--- src/hw/rtl/htiqp_pkg.sv ---
// types, constants and microcode rom of the hash table insert block
// no dependencies
`default_nettype none

package htiqp_pkg;

    localparam int unsigned MIX_SHIFT = 33;
    localparam logic [31:0] MIX_MUL_A = 32'hff51afd7;
    localparam logic [31:0] MIX_MUL_B = 32'hc4ceb9fe;
    localparam int unsigned LOAD_NUM  = 10;
    localparam int unsigned LOAD_DEN  = 7;

    localparam int unsigned CFG_W       = 4;
    localparam logic [CFG_W-1:0] CFG_RESET = 4'd10;
    localparam int unsigned COUNT_W     = 11;
    localparam int unsigned SLOT_OUT_W  = 10;
    localparam int unsigned STEP_OUT_W  = 10;
    localparam int unsigned HASH_W      = 64;
    localparam int unsigned IN_W        = 128;
    localparam int unsigned OUT_W       = 96;

    // result item layout, lowest bit first
    localparam int unsigned OUT_STATUS_LSB  = 0;
    localparam int unsigned OUT_SLOT_LSB    = 1;
    localparam int unsigned OUT_HASH_LSB    = 11;
    localparam int unsigned OUT_STEPS_LSB   = 75;
    localparam int unsigned OUT_ENTRIES_LSB = 85;

    typedef logic [3:0] pc_t;

    typedef enum logic [3:0] {
        OP_NOP,
        OP_CLEAR,
        OP_WAIT_IN,
        OP_MUL_LO,
        OP_MUL_HI,
        OP_START,
        OP_READ,
        OP_CHECK,
        OP_DROP,
        OP_STORE,
        OP_EMIT
    } uop_t;

    typedef enum logic [2:0] {
        COND_NEVER,
        COND_ALWAYS,
        COND_CLEAR_BUSY,
        COND_NO_INPUT,
        COND_OVER_LOAD,
        COND_SLOT_FREE,
        COND_MORE_PROBES,
        COND_OUT_BUSY
    } cond_t;

    typedef struct packed {
        uop_t  op;
        logic  mul_b;
        cond_t cond_a;
        pc_t   tgt_a;
        cond_t cond_b;
        pc_t   tgt_b;
    } ucode_t;

    localparam pc_t PC_CLEAR = 4'd0;
    localparam pc_t PC_IDLE  = 4'd1;
    localparam pc_t PC_MLO_A = 4'd2;
    localparam pc_t PC_MHI_A = 4'd3;
    localparam pc_t PC_MLO_B = 4'd4;
    localparam pc_t PC_MHI_B = 4'd5;
    localparam pc_t PC_START = 4'd6;
    localparam pc_t PC_READ  = 4'd7;
    localparam pc_t PC_CHECK = 4'd8;
    localparam pc_t PC_DROP  = 4'd9;
    localparam pc_t PC_EMIT  = 4'd10;
    localparam pc_t PC_STORE = 4'd11;

    // branch a is tried first, then branch b, else fall through to pc + 1
    function automatic ucode_t ucode_rom(pc_t pc);
        ucode_t w;
        w = '{OP_NOP, 1'b0, COND_ALWAYS, PC_IDLE, COND_NEVER, PC_IDLE};
        case (pc)
            PC_CLEAR: w = '{OP_CLEAR,   1'b0, COND_CLEAR_BUSY,  PC_CLEAR, COND_NEVER,  PC_IDLE};
            PC_IDLE:  w = '{OP_WAIT_IN, 1'b0, COND_NO_INPUT,    PC_IDLE,  COND_NEVER,  PC_IDLE};
            PC_MLO_A: w = '{OP_MUL_LO,  1'b0, COND_NEVER,       PC_IDLE,  COND_NEVER,  PC_IDLE};
            PC_MHI_A: w = '{OP_MUL_HI,  1'b0, COND_NEVER,       PC_IDLE,  COND_NEVER,  PC_IDLE};
            PC_MLO_B: w = '{OP_MUL_LO,  1'b1, COND_NEVER,       PC_IDLE,  COND_NEVER,  PC_IDLE};
            PC_MHI_B: w = '{OP_MUL_HI,  1'b1, COND_NEVER,       PC_IDLE,  COND_NEVER,  PC_IDLE};
            PC_START: w = '{OP_START,   1'b0, COND_OVER_LOAD,   PC_DROP,  COND_NEVER,  PC_IDLE};
            PC_READ:  w = '{OP_READ,    1'b0, COND_NEVER,       PC_IDLE,  COND_NEVER,  PC_IDLE};
            PC_CHECK: w = '{OP_CHECK,   1'b0, COND_SLOT_FREE,   PC_STORE,
                            COND_MORE_PROBES, PC_READ};
            PC_DROP:  w = '{OP_DROP,    1'b0, COND_NEVER,       PC_IDLE,  COND_NEVER,  PC_IDLE};
            PC_EMIT:  w = '{OP_EMIT,    1'b0, COND_OUT_BUSY,    PC_EMIT,  COND_ALWAYS, PC_IDLE};
            PC_STORE: w = '{OP_STORE,   1'b0, COND_ALWAYS,      PC_EMIT,  COND_NEVER,  PC_IDLE};
            default:  w = '{OP_NOP,     1'b0, COND_ALWAYS,      PC_IDLE,  COND_NEVER,  PC_IDLE};
        endcase
        return w;
    endfunction

endpackage

`default_nettype wire

--- src/hw/rtl/hash_table_insert_quadratic_probe.sv ---
// hash table insert with triangular probing, run by a microcoded sequencer; uses htiqp_pkg
// an accepted item is mixed by multiply rounds with MIX_MUL_A and MIX_MUL_B, then probed
// after a load-limit check, with one registered read of the used-flag memory per probe
// a new item is accepted only after the last result is placed in the output register
// reset: synchronous, active low; afterwards a clearing pass walks every entry of the
// used-flag memory, and no item is accepted until it ends
`default_nettype none

module hash_table_insert_quadratic_probe #(
    parameter int TABLE_DEPTH = 1024
) (
    input  wire logic                          aclk,
    input  wire logic                          aresetn,
    input  wire logic                          cfg_wr_en,
    input  wire logic [htiqp_pkg::CFG_W-1:0]   cfg_wr_data,   // capacity_log2
    input  wire logic                          s_tvalid,
    output logic                               s_tready,
    input  wire logic [htiqp_pkg::IN_W-1:0]    s_tdata,       // insert_key, insert_value
    output logic                               m_tvalid,
    input  wire logic                          m_tready,
    // status, slot_index, key_hash, probe_steps, entries_held
    output logic [htiqp_pkg::OUT_W-1:0]        m_tdata
);

    localparam int IDX_W   = (TABLE_DEPTH > 1) ? $clog2(TABLE_DEPTH) : 1;
    localparam int CAP_W   = IDX_W + 1;
    localparam int LG_MAX  = $clog2(TABLE_DEPTH + 1) - 1;
    localparam int GUARD_W = (IDX_W + 4 > 15) ? IDX_W + 4 : 15;
    localparam logic [4:0] LG_MAX_V = 5'(LG_MAX);
    localparam logic [IDX_W-1:0] IDX_LAST = IDX_W'(TABLE_DEPTH - 1);

    htiqp_pkg::ucode_t uc;

    htiqp_pkg::pc_t pc_reg, pc_next;
    logic [IDX_W-1:0] idx_reg, idx_next;
    logic [CAP_W-1:0] step_reg, step_next;
    logic [htiqp_pkg::COUNT_W-1:0] count_reg, count_next;
    logic [htiqp_pkg::CFG_W-1:0] cap_log2_reg, cap_log2_next;
    logic status_reg, status_next;
    logic [63:0] key_reg, key_next;
    logic [63:0] val_reg, val_next;
    logic [63:0] x_reg, x_next;
    logic [63:0] prod_reg, prod_next;
    logic m_tvalid_reg, m_tvalid_next;
    logic [htiqp_pkg::OUT_W-1:0] m_tdata_reg, m_tdata_next;

    logic used_mem [TABLE_DEPTH];
    logic [191:0] entry_mem [TABLE_DEPTH];
    logic used_rd_reg;

    logic [4:0] lg_eff;
    logic [CAP_W-1:0] cap;
    logic [IDX_W-1:0] mask;
    logic [GUARD_W-1:0] load_now, load_lim;
    logic [31:0] mul_const;
    logic [31:0] mul_hi;
    logic [63:0] mix_sum;
    logic [CAP_W-1:0] step_inc;
    logic out_busy;
    logic cond_a_hit, cond_b_hit;

    function automatic logic cond_eval(htiqp_pkg::cond_t c, logic clear_busy, logic no_in,
                                       logic over, logic free, logic more, logic busy);
        logic r;
        case (c)
            htiqp_pkg::COND_NEVER:       r = 1'b0;
            htiqp_pkg::COND_ALWAYS:      r = 1'b1;
            htiqp_pkg::COND_CLEAR_BUSY:  r = clear_busy;
            htiqp_pkg::COND_NO_INPUT:    r = no_in;
            htiqp_pkg::COND_OVER_LOAD:   r = over;
            htiqp_pkg::COND_SLOT_FREE:   r = free;
            htiqp_pkg::COND_MORE_PROBES: r = more;
            htiqp_pkg::COND_OUT_BUSY:    r = busy;
            default:                     r = 1'b0;
        endcase
        return r;
    endfunction

    assign uc       = htiqp_pkg::ucode_rom(pc_reg);
    assign s_tready = (uc.op == htiqp_pkg::OP_WAIT_IN);
    assign m_tvalid = m_tvalid_reg;
    assign m_tdata  = m_tdata_reg;
    assign out_busy = m_tvalid_reg && !m_tready;

    // zero reads as one slot pair, saturate at the largest power of two in the table
    always_comb begin
        lg_eff = {1'b0, cap_log2_reg};
        if (lg_eff == 5'd0) begin
            lg_eff = 5'd1;
        end
        if (lg_eff > LG_MAX_V) begin
            lg_eff = LG_MAX_V;
        end
    end

    assign cap       = CAP_W'(1) << lg_eff;
    assign mask      = IDX_W'(cap - 1'b1);
    assign load_now  = GUARD_W'(count_reg) * GUARD_W'(htiqp_pkg::LOAD_NUM);
    assign load_lim  = GUARD_W'(cap) * GUARD_W'(htiqp_pkg::LOAD_DEN);
    assign mul_const = uc.mul_b ? htiqp_pkg::MIX_MUL_B : htiqp_pkg::MIX_MUL_A;
    assign mul_hi    = x_reg[63:32] * mul_const;
    assign mix_sum   = prod_reg + {mul_hi, 32'd0};
    assign step_inc  = step_reg + 1'b1;

    assign cond_a_hit = cond_eval(uc.cond_a, idx_reg != IDX_LAST, !s_tvalid,
                                  load_now >= load_lim, !used_rd_reg, step_inc != cap,
                                  out_busy);
    assign cond_b_hit = cond_eval(uc.cond_b, idx_reg != IDX_LAST, !s_tvalid,
                                  load_now >= load_lim, !used_rd_reg, step_inc != cap,
                                  out_busy);

    always_comb begin
        idx_next      = idx_reg;
        step_next     = step_reg;
        count_next    = count_reg;
        status_next   = status_reg;
        key_next      = key_reg;
        val_next      = val_reg;
        x_next        = x_reg;
        prod_next     = prod_reg;
        m_tvalid_next = m_tvalid_reg;
        m_tdata_next  = m_tdata_reg;
        cap_log2_next = cfg_wr_en ? cfg_wr_data : cap_log2_reg;

        if (m_tvalid_reg && m_tready) begin
            m_tvalid_next = 1'b0;
        end

        case (uc.op)
            htiqp_pkg::OP_CLEAR: begin
                idx_next = idx_reg + 1'b1;
            end
            htiqp_pkg::OP_WAIT_IN: begin
                if (s_tvalid) begin
                    key_next = s_tdata[63:0];
                    val_next = s_tdata[127:64];
                    x_next   = s_tdata[63:0] ^ (s_tdata[63:0] >> htiqp_pkg::MIX_SHIFT);
                end
            end
            htiqp_pkg::OP_MUL_LO: begin
                prod_next = 64'(x_reg[31:0]) * 64'(mul_const);
            end
            htiqp_pkg::OP_MUL_HI: begin
                x_next = mix_sum ^ (mix_sum >> htiqp_pkg::MIX_SHIFT);
            end
            htiqp_pkg::OP_START: begin
                idx_next    = x_reg[IDX_W-1:0] & mask;
                step_next   = '0;
                status_next = 1'b0;
            end
            htiqp_pkg::OP_READ: begin
                idx_next = idx_reg;
            end
            htiqp_pkg::OP_CHECK: begin
                if (used_rd_reg) begin
                    step_next = step_inc;
                    idx_next  = (idx_reg + IDX_W'(step_inc)) & mask;
                end
            end
            htiqp_pkg::OP_DROP: begin
                status_next = 1'b1;
            end
            htiqp_pkg::OP_STORE: begin
                count_next = count_reg + 1'b1;
            end
            htiqp_pkg::OP_EMIT: begin
                if (!out_busy) begin
                    m_tvalid_next = 1'b1;
                    m_tdata_next  = {count_reg,
                                     status_reg ? htiqp_pkg::STEP_OUT_W'(0)
                                                : htiqp_pkg::STEP_OUT_W'(step_reg),
                                     x_reg,
                                     status_reg ? htiqp_pkg::SLOT_OUT_W'(0)
                                                : htiqp_pkg::SLOT_OUT_W'(idx_reg),
                                     status_reg};
                end
            end
            default: begin
                idx_next = idx_reg;
            end
        endcase

        if (cond_a_hit) begin
            pc_next = uc.tgt_a;
        end else if (cond_b_hit) begin
            pc_next = uc.tgt_b;
        end else begin
            pc_next = pc_reg + 1'b1;
        end
    end

    always_ff @(posedge aclk) begin
        if (!aresetn) begin
            pc_reg       <= htiqp_pkg::PC_CLEAR;
            idx_reg      <= '0;
            count_reg    <= '0;
            cap_log2_reg <= htiqp_pkg::CFG_RESET;
            m_tvalid_reg <= 1'b0;
        end else begin
            pc_reg       <= pc_next;
            idx_reg      <= idx_next;
            count_reg    <= count_next;
            cap_log2_reg <= cap_log2_next;
            m_tvalid_reg <= m_tvalid_next;
        end
        step_reg    <= step_next;
        status_reg  <= status_next;
        key_reg     <= key_next;
        val_reg     <= val_next;
        x_reg       <= x_next;
        prod_reg    <= prod_next;
        m_tdata_reg <= m_tdata_next;
    end

    // used flags: swept clear after reset, set on store, registered read taken unconditionally and used once per probe
    always_ff @(posedge aclk) begin
        if (uc.op == htiqp_pkg::OP_CLEAR) begin
            used_mem[idx_reg] <= 1'b0;
        end else if (uc.op == htiqp_pkg::OP_STORE) begin
            used_mem[idx_reg] <= 1'b1;
        end
        used_rd_reg <= used_mem[idx_reg];
    end

    // stored entry: hash, value, key
    always_ff @(posedge aclk) begin
        if (uc.op == htiqp_pkg::OP_STORE) begin
            entry_mem[idx_reg] <= {x_reg, val_reg, key_reg};
        end
    end

endmodule

`default_nettype wire

--- config.mk ---
export PLATFORM = sky130hd
export DESIGN_NAME = hash_table_insert_quadratic_probe
export DESIGN_NICKNAME = d
export VERILOG_FILES = /design/src/hw/rtl/htiqp_pkg.sv /design/src/hw/rtl/hash_table_insert_quadratic_probe.sv
export SDC_FILE = /design/constraint.sdc
export NUM_CORES = 2
export LEC_CHECK = 0
export ABC_AREA = 1
export BUFFER_PORTS_ARGS = -buffer_cell sky130_fd_sc_hd__buf_2
export CORE_MARGIN = 2
export CORE_UTILIZATION = 40
export DETAILED_ROUTE_END_ITERATION = 10
export PLACE_DENSITY = 0.51
export SYNTH_ARGS = -nofsm -noshare
export SYNTH_HDL_FRONTEND = slang
export SYNTH_SLANG_ARGS = --single-unit
--- constraint.sdc ---
create_clock -name aclk -period 24.2 [get_ports aclk]
set_input_delay 1.21 -clock aclk [delete_from_list [all_inputs] [get_ports aclk]]
set_output_delay 1.21 -clock aclk [all_outputs]
set_load 0.01 [all_outputs]
Yosys cells after proc, flatten, opt, wreduce, memory -nomap -nowiden
Memory sizes are Yosys's and may differ from the RTL's. A register that Yosys moved wholly into a read port is not among the register bits.
Cells that the tools add are included.
{ "classes": {"n_addsub": 7, "mul": 4, "order_cmp": 2, "n_eq_ne": 27, "n_shift": 1, "n_mux": 24, "bitwise_logic": 6, "n_reduce_logical": 16} }
{ "op_table": {"columns": ["cell", "n"], "rows": [
  ["one-hot mux 64 bit (2 select lines)", 1],
  ["XOR 64 x 31 -> 64 bit", 2],
  ["adder 64 bit", 1],
  ["multiplier 32 x 32 -> 64 bit", 1],
  ["two-way mux 64 bit", 1],
  ["multiplier 32 x 31 -> 32 bit", 1],
  ["two-way mux 30 bit", 1],
  ["one-hot mux 10 bit (3 select lines)", 1],
  ["multiplier 11 x 3 -> 14 bit, second input constant", 2],
  ["equality test 3 bit, second input constant", 8],
  ["adder 11 x 1 -> 11 bit, second input constant", 2],
  ["one-hot mux 11 bit (2 select lines)", 1],
  ["AND 10 bit", 2],
  ["two-way mux 4 bit", 5],
  ["one-hot mux 1 bit (8 select lines)", 2],
  ["greater-or-equal comparator 15 x 14 -> 1 bit", 1],
  ["equality test 3 x 2 -> 1 bit, second input constant", 4],
  ["equality test 4 x 3 -> 1 bit, second input constant", 3],
  ["equality test 4 bit, second input constant", 3],
  ["two-way mux 11 bit", 1],
  ["inequality test 11 bit", 1],
  ["left shift 1 x 4 -> 11 bit, first input constant", 1],
  ["adder 10 x 1 -> 10 bit, second input constant", 1],
  ["adder 10 bit", 1],
  ["other kinds (20)", 40]
]} }
{ "totals": {"regBits": 266, "ramBits": 1024, "rom_bits": 256, "input_bits": 137, "output_inout_bits": 98, "elab_cells": 100, "mem_count": 2} }
{ "mem_list": {"columns": ["name", "words", "width", "rd", "rd_ports_with_merged_regs", "write_ports", "line", "source"], "rows": [
  ["used_mem", 1024, 1, 1, 1, 1, "hash_table_insert_quadratic_probe.sv:47", "logic used_mem [TABLE_DEPTH];"],
  ["(name not given)", 16, 16, 1, 1, 0, "htiqp_pkg.sv:82", "case (pc)"]
]} }

Depth between registers and ports, before layout
{ "depth": {"depth_word": 11, "ltp_mapped": 48} }

Least setup slack after synthesis
OpenSTA, ideal clock, no wires.
{ "synth_timing": {"path_type": "register -> register", "start": "register uc[15] (netlist name)", "end": "register count_reg[10] (netlist name)", "setup_time_ps": 70, "arrival_time_ps": 18369, "slack_ps": 5761, "stages_incl_launch_ff": 15, "n_path_buf": 0, "period_less_slack_ps": 18439, "path_cell_list": "dfxtp_1 inv_1 nor2_1 inv_1 nor2_2 inv_1 nor3_2 nand2_1 nor2_1 nand3_1 nor2_1 nand2_1 nor2_1 o21ai_0 a21oi_1"} }
{ "synth_between": {"elab_chain_len": 1} }
{ "synth_lines": {"columns": ["item", "line", "source"], "rows": [
  ["equality test 4 bit", "hash_table_insert_quadratic_probe.sv:129", "case (uc.op)"],
  ["end signal: assignment", "hash_table_insert_quadratic_probe.sv:202", "count_reg <= count_next;"],
  ["end: declaration", "hash_table_insert_quadratic_probe.sv:37", "logic [htiqp_pkg::COUNT_W-1:0] count_reg, count_next;"]
]} }
Every way passes these cells.
A chain may end at the register's enable or synchronous reset.

Final worst setup path
{ "layout_timing": {"start": "register uc[14] (netlist name)", "end": "register x_reg[26] (data pin)"} }
{ "layout_between": {"elab_chain_len": 5} }
{ "layout_lines": {"columns": ["item", "line", "source"], "rows": [
  ["two-way mux 30 bit", "hash_table_insert_quadratic_probe.sv:100", "assign mul_const = uc.mul_b ? htiqp_pkg::MIX_MUL_B : htiqp_pkg::MIX_MUL_A;"],
  ["multiplier 32 x 31 -> 32 bit", "hash_table_insert_quadratic_probe.sv:101", "assign mul_hi = x_reg[63:32] * mul_const;"],
  ["adder 64 bit", "hash_table_insert_quadratic_probe.sv:102", "assign mix_sum = prod_reg + {mul_hi, 32'd0};"],
  ["XOR 64 x 31 -> 64 bit", "hash_table_insert_quadratic_probe.sv:144", "x_next = mix_sum ^ (mix_sum >> htiqp_pkg::MIX_SHIFT);"],
  ["one-hot mux 64 bit (2 select lines)", "hash_table_insert_quadratic_probe.sv:129", null],
  ["net x_next[26]", "hash_table_insert_quadratic_probe.sv:42", "logic [63:0] x_reg, x_next;"],
  ["end signal: assignment", "hash_table_insert_quadratic_probe.sv:210", "x_reg <= x_next;"],
  ["end: declaration", "hash_table_insert_quadratic_probe.sv:42", null]
]} }
The timed path passes the listed nets, and every way through them passes these cells.

==> qor.csv <==
stage,metric,value,unit
place,Routability Congestion,0.975,
worst_setup_path,WP depth,38,
finish,layout net count,11800,
floorplan,IO Count,235,
cts,Clock Latency Late Sink,840,ps
grt,largest net degree at the start of global routing,286,
worst_setup_path,CP max stage delay,740,ps
timing,Worst-Margin Slew,1400,ps
drt,WL per Instance,24.8,um
cts,CTS root buf,clkbuf_16,
timing,Setup Total Neg Slack,0,ps
timing,crit path time final,10980,ps
cts,clk slew on worst S/H paths,60,ps
floorplan,Total Die Area,251000,um^2
worst_setup_path,reg2reg path depth,38,
synthesis,Mapped Area,98800,um^2
drt,DRT iter0 DRCs,7131,
worst_setup_path,critical path's top delay family,adder cells,
worst_setup_path,crit end category,flop,
worst_setup_path,crit path buf inv count,10,
grt,initial antenna violation count,14,
synthesis,ys flop type,edfxtp_1,
outcome,status,completed,
floorplan,Starting Density,0.402,
worst_hold_path,hold path depth,0,
cts,post-CTS resize count,0,
synthesis,Synth Instances,9883,
drt,vias per cell,5.32,
worst_setup_path,startpoint types,flop,
cts,Num Clock Sinks,1304,
worst_setup_path,"most used cell, CP",inv_1,
synthesis,Post-synth EDFFs,1260,
cts,Max Buffers Root-to-Sink,3,
flow_run,Max-Cap Viols,0,
finish,flip-flop count of the largest register after layout,1024,
floorplan,die extent in x,501,um
finish,layout cells sized above 1,0.0610,
timing,slew margin rel.,0.0683,
floorplan,core area,246000,um^2
drt,Final ANT Viol Nets,0,
grt,grt ovf,0,
synthesis,Async SR Flop Fraction,0,
place,DP Wirelength,231000,um
timing,RSZ-0062 raised after global routing,false,
synthesis,post-synthesis register bit count,1304,
floorplan,row count,182,
cts,Post CTS Setup Buffer Count,0,
worst_setup_path,crit path kind,flop to flop,
timing,final max-slew violation count,0,
worst_hold_path,Hold/Removal Path Class,flop to flop,
floorplan,Die H,501,um
synthesis,register area share after synthesis,0.392,
cts,CTS tree,done,
timing,Hold WS,570,ps
timing,Final Setup Violations,0,
timing,part of the cycle the worst path needs,0.454,
place,port bufs,170,
worst_setup_path,crit path max fanout,49,
cts,H-tree levels,4,
synthesis,Cell variety after synth,61,
worst_setup_path,CP max-delay cell,xor2_1,
cts,# hold bufs at CTS,0,
grt,vias in the first global route,70300,
grt,Total GRT Usage,0.262,
place,Setup WS pre-CTS,13340,ps
timing,Fin. Hold Viols,0,
drt,DRC,0,
drt,total routed wirelength,328000,um
cts,CTS buffer count,151,
drt,Detailed Routing Iterations Pass 1,5,
synthesis,YS warnings,0,
finish,Area Growth Syn to Fin,9.49,%
synthesis,mean post-synth cell area,10.0,um^2
drt,DR vias,70500,
worst_setup_path,Arrival @ worst endpoint,11510,ps
grt,first-pass GRT wire length,478000,um
timing,Worst Clk Skew,82.3,ps
timing,setup ws final,13220,ps
timing,Max Freq,0.0910,GHz
worst_setup_path,Worst EP required,24730,ps
-- worst register-to-register path, delay by kind of cell (launching register included) --
family	cells	cell delay [ps]
AOI/OAI and AO/OA	9	1770
xor gates and xnor gates	1	740
adders and majority gates	10	4710
buffers and inverters	10	1490
and+or+nand+nor	8	1510
DFF	1	560
-- path summary, 6_finish.rpt --
kind / start / to / slack, ps
min reg2reg: count_reg[0] / m_tdata[85] / 570
min: count_reg[0] / m_tdata[85] / 570
max: uc[14] / x_reg[26] / 13220
max reg2reg: uc[14] / x_reg[26] / 13220
-- routing by layer --
| metal | track usage | up-vias | part of all wire |
|---|---|---|---|
| met3 | 0.0351 | 443 | 0.068 |
| met5 | 0 | - | 0.000094 |
| met1 | 0.376 | 35900 | 0.44 |
| met2 | 0.410 | 2499 | 0.46 |
| li1 | - | 31700 | - |
| met4 | 0.0840 | 6 | 0.036 |
-- stage by stage --
stage          std cells  instance area (um^2)   util
2_1_floorplan       9895                 98800      -
3_3_place_gp       13000                103000  0.421
3_5_place_dp       13000                103000  0.421
4_1_cts            13200                108000  0.440
5_1_grt            13200                108000  0.440
6_report           13300                108000  0.440
-- final cells by class --
class                           instances  area [um^2]
Tap cell                             3220         4030
Timing Repair Buffer                  297         1880
Antenna cell                            9         22.5
Inverter                             1764         6640
Multi-Input combinational cell       6391        52100
Clock inverter                         75          810
Clock buffer                          195         3970
Fill cell                           23700       138000
Sequential cell                      1304        38700
-- placed cells by master (no fill, tap or decap), types with 17 or more instances in the layout --
| master | synthesis | layout |
|---|---|---|
| a21o_1 | 20 | 20 |
| a21oi_1 | 190 | 190 |
| a22o_1 | 41 | 41 |
| a31oi_1 | 41 | 41 |
| buf_2 | 31 | 170 |
| buf_4 | 1 | 121 |
| clkbuf_1 | 370 | 41 |
| clkbuf_16 | 0 | 151 |
| clkinv_1 | 5 | 32 |
| clkinv_2 | 0 | 20 |
| dfxtp_1 | 44 | 41 |
| edfxtp_1 | 1260 | 1260 |
| fa_1 | 1141 | 1141 |
| ha_1 | 595 | 595 |
| inv_1 | 1747 | 1745 |
| nand2_1 | 989 | 956 |
| nand2_2 | 4 | 19 |
| nand2_4 | 1 | 19 |
| nand3_1 | 123 | 123 |
| nand4_1 | 54 | 54 |
| nor2_1 | 1856 | 1842 |
| nor3_1 | 29 | 29 |
| o21ai_0 | 686 | 685 |
| o22ai_1 | 255 | 255 |
| o31ai_1 | 18 | 18 |
| or2_2 | 17 | 17 |
| xnor2_1 | 72 | 72 |
| xor2_1 | 121 | 121 |
-- logic make-up after synthesis --
logic type	after synthesis	share of synthesized area
xor+xnor	194	0.0173
buf+inv	2200	0.0841
fa+ha+maj	1736	0.307
flops	1304	0.392
other cells	2	0.0000760
compound gates	1331	0.0759
simple gates	3116	0.124
-- synth_stat cells (all sizes together), types with 15 or more instances --
library cell / n / area, um^2
nor2: 1865 / 7030
buf: 66 / 298
a21o: 20 / 150
dfxtp: 44 / 881
or2: 17 / 106
nand3: 129 / 683
o31ai: 18 / 135
inv: 1759 / 6610
a21oi: 190 / 951
nor3: 34 / 195
ha: 595 / 7440
fa: 1141 / 22800
o21bai: 15 / 113
nand4: 54 / 338
o22ai: 255 / 1600
o21ai: 698 / 3500
xnor2: 72 / 631
a22o: 41 / 359
edfxtp: 1260 / 37800
nand2: 994 / 3750
clkbuf: 370 / 1390
a31oi: 41 / 257
xor2: 122 / 1080
Power is not shown: default switching activity piles up to over one toggle a cycle in this logic, so the estimate is an artifact.
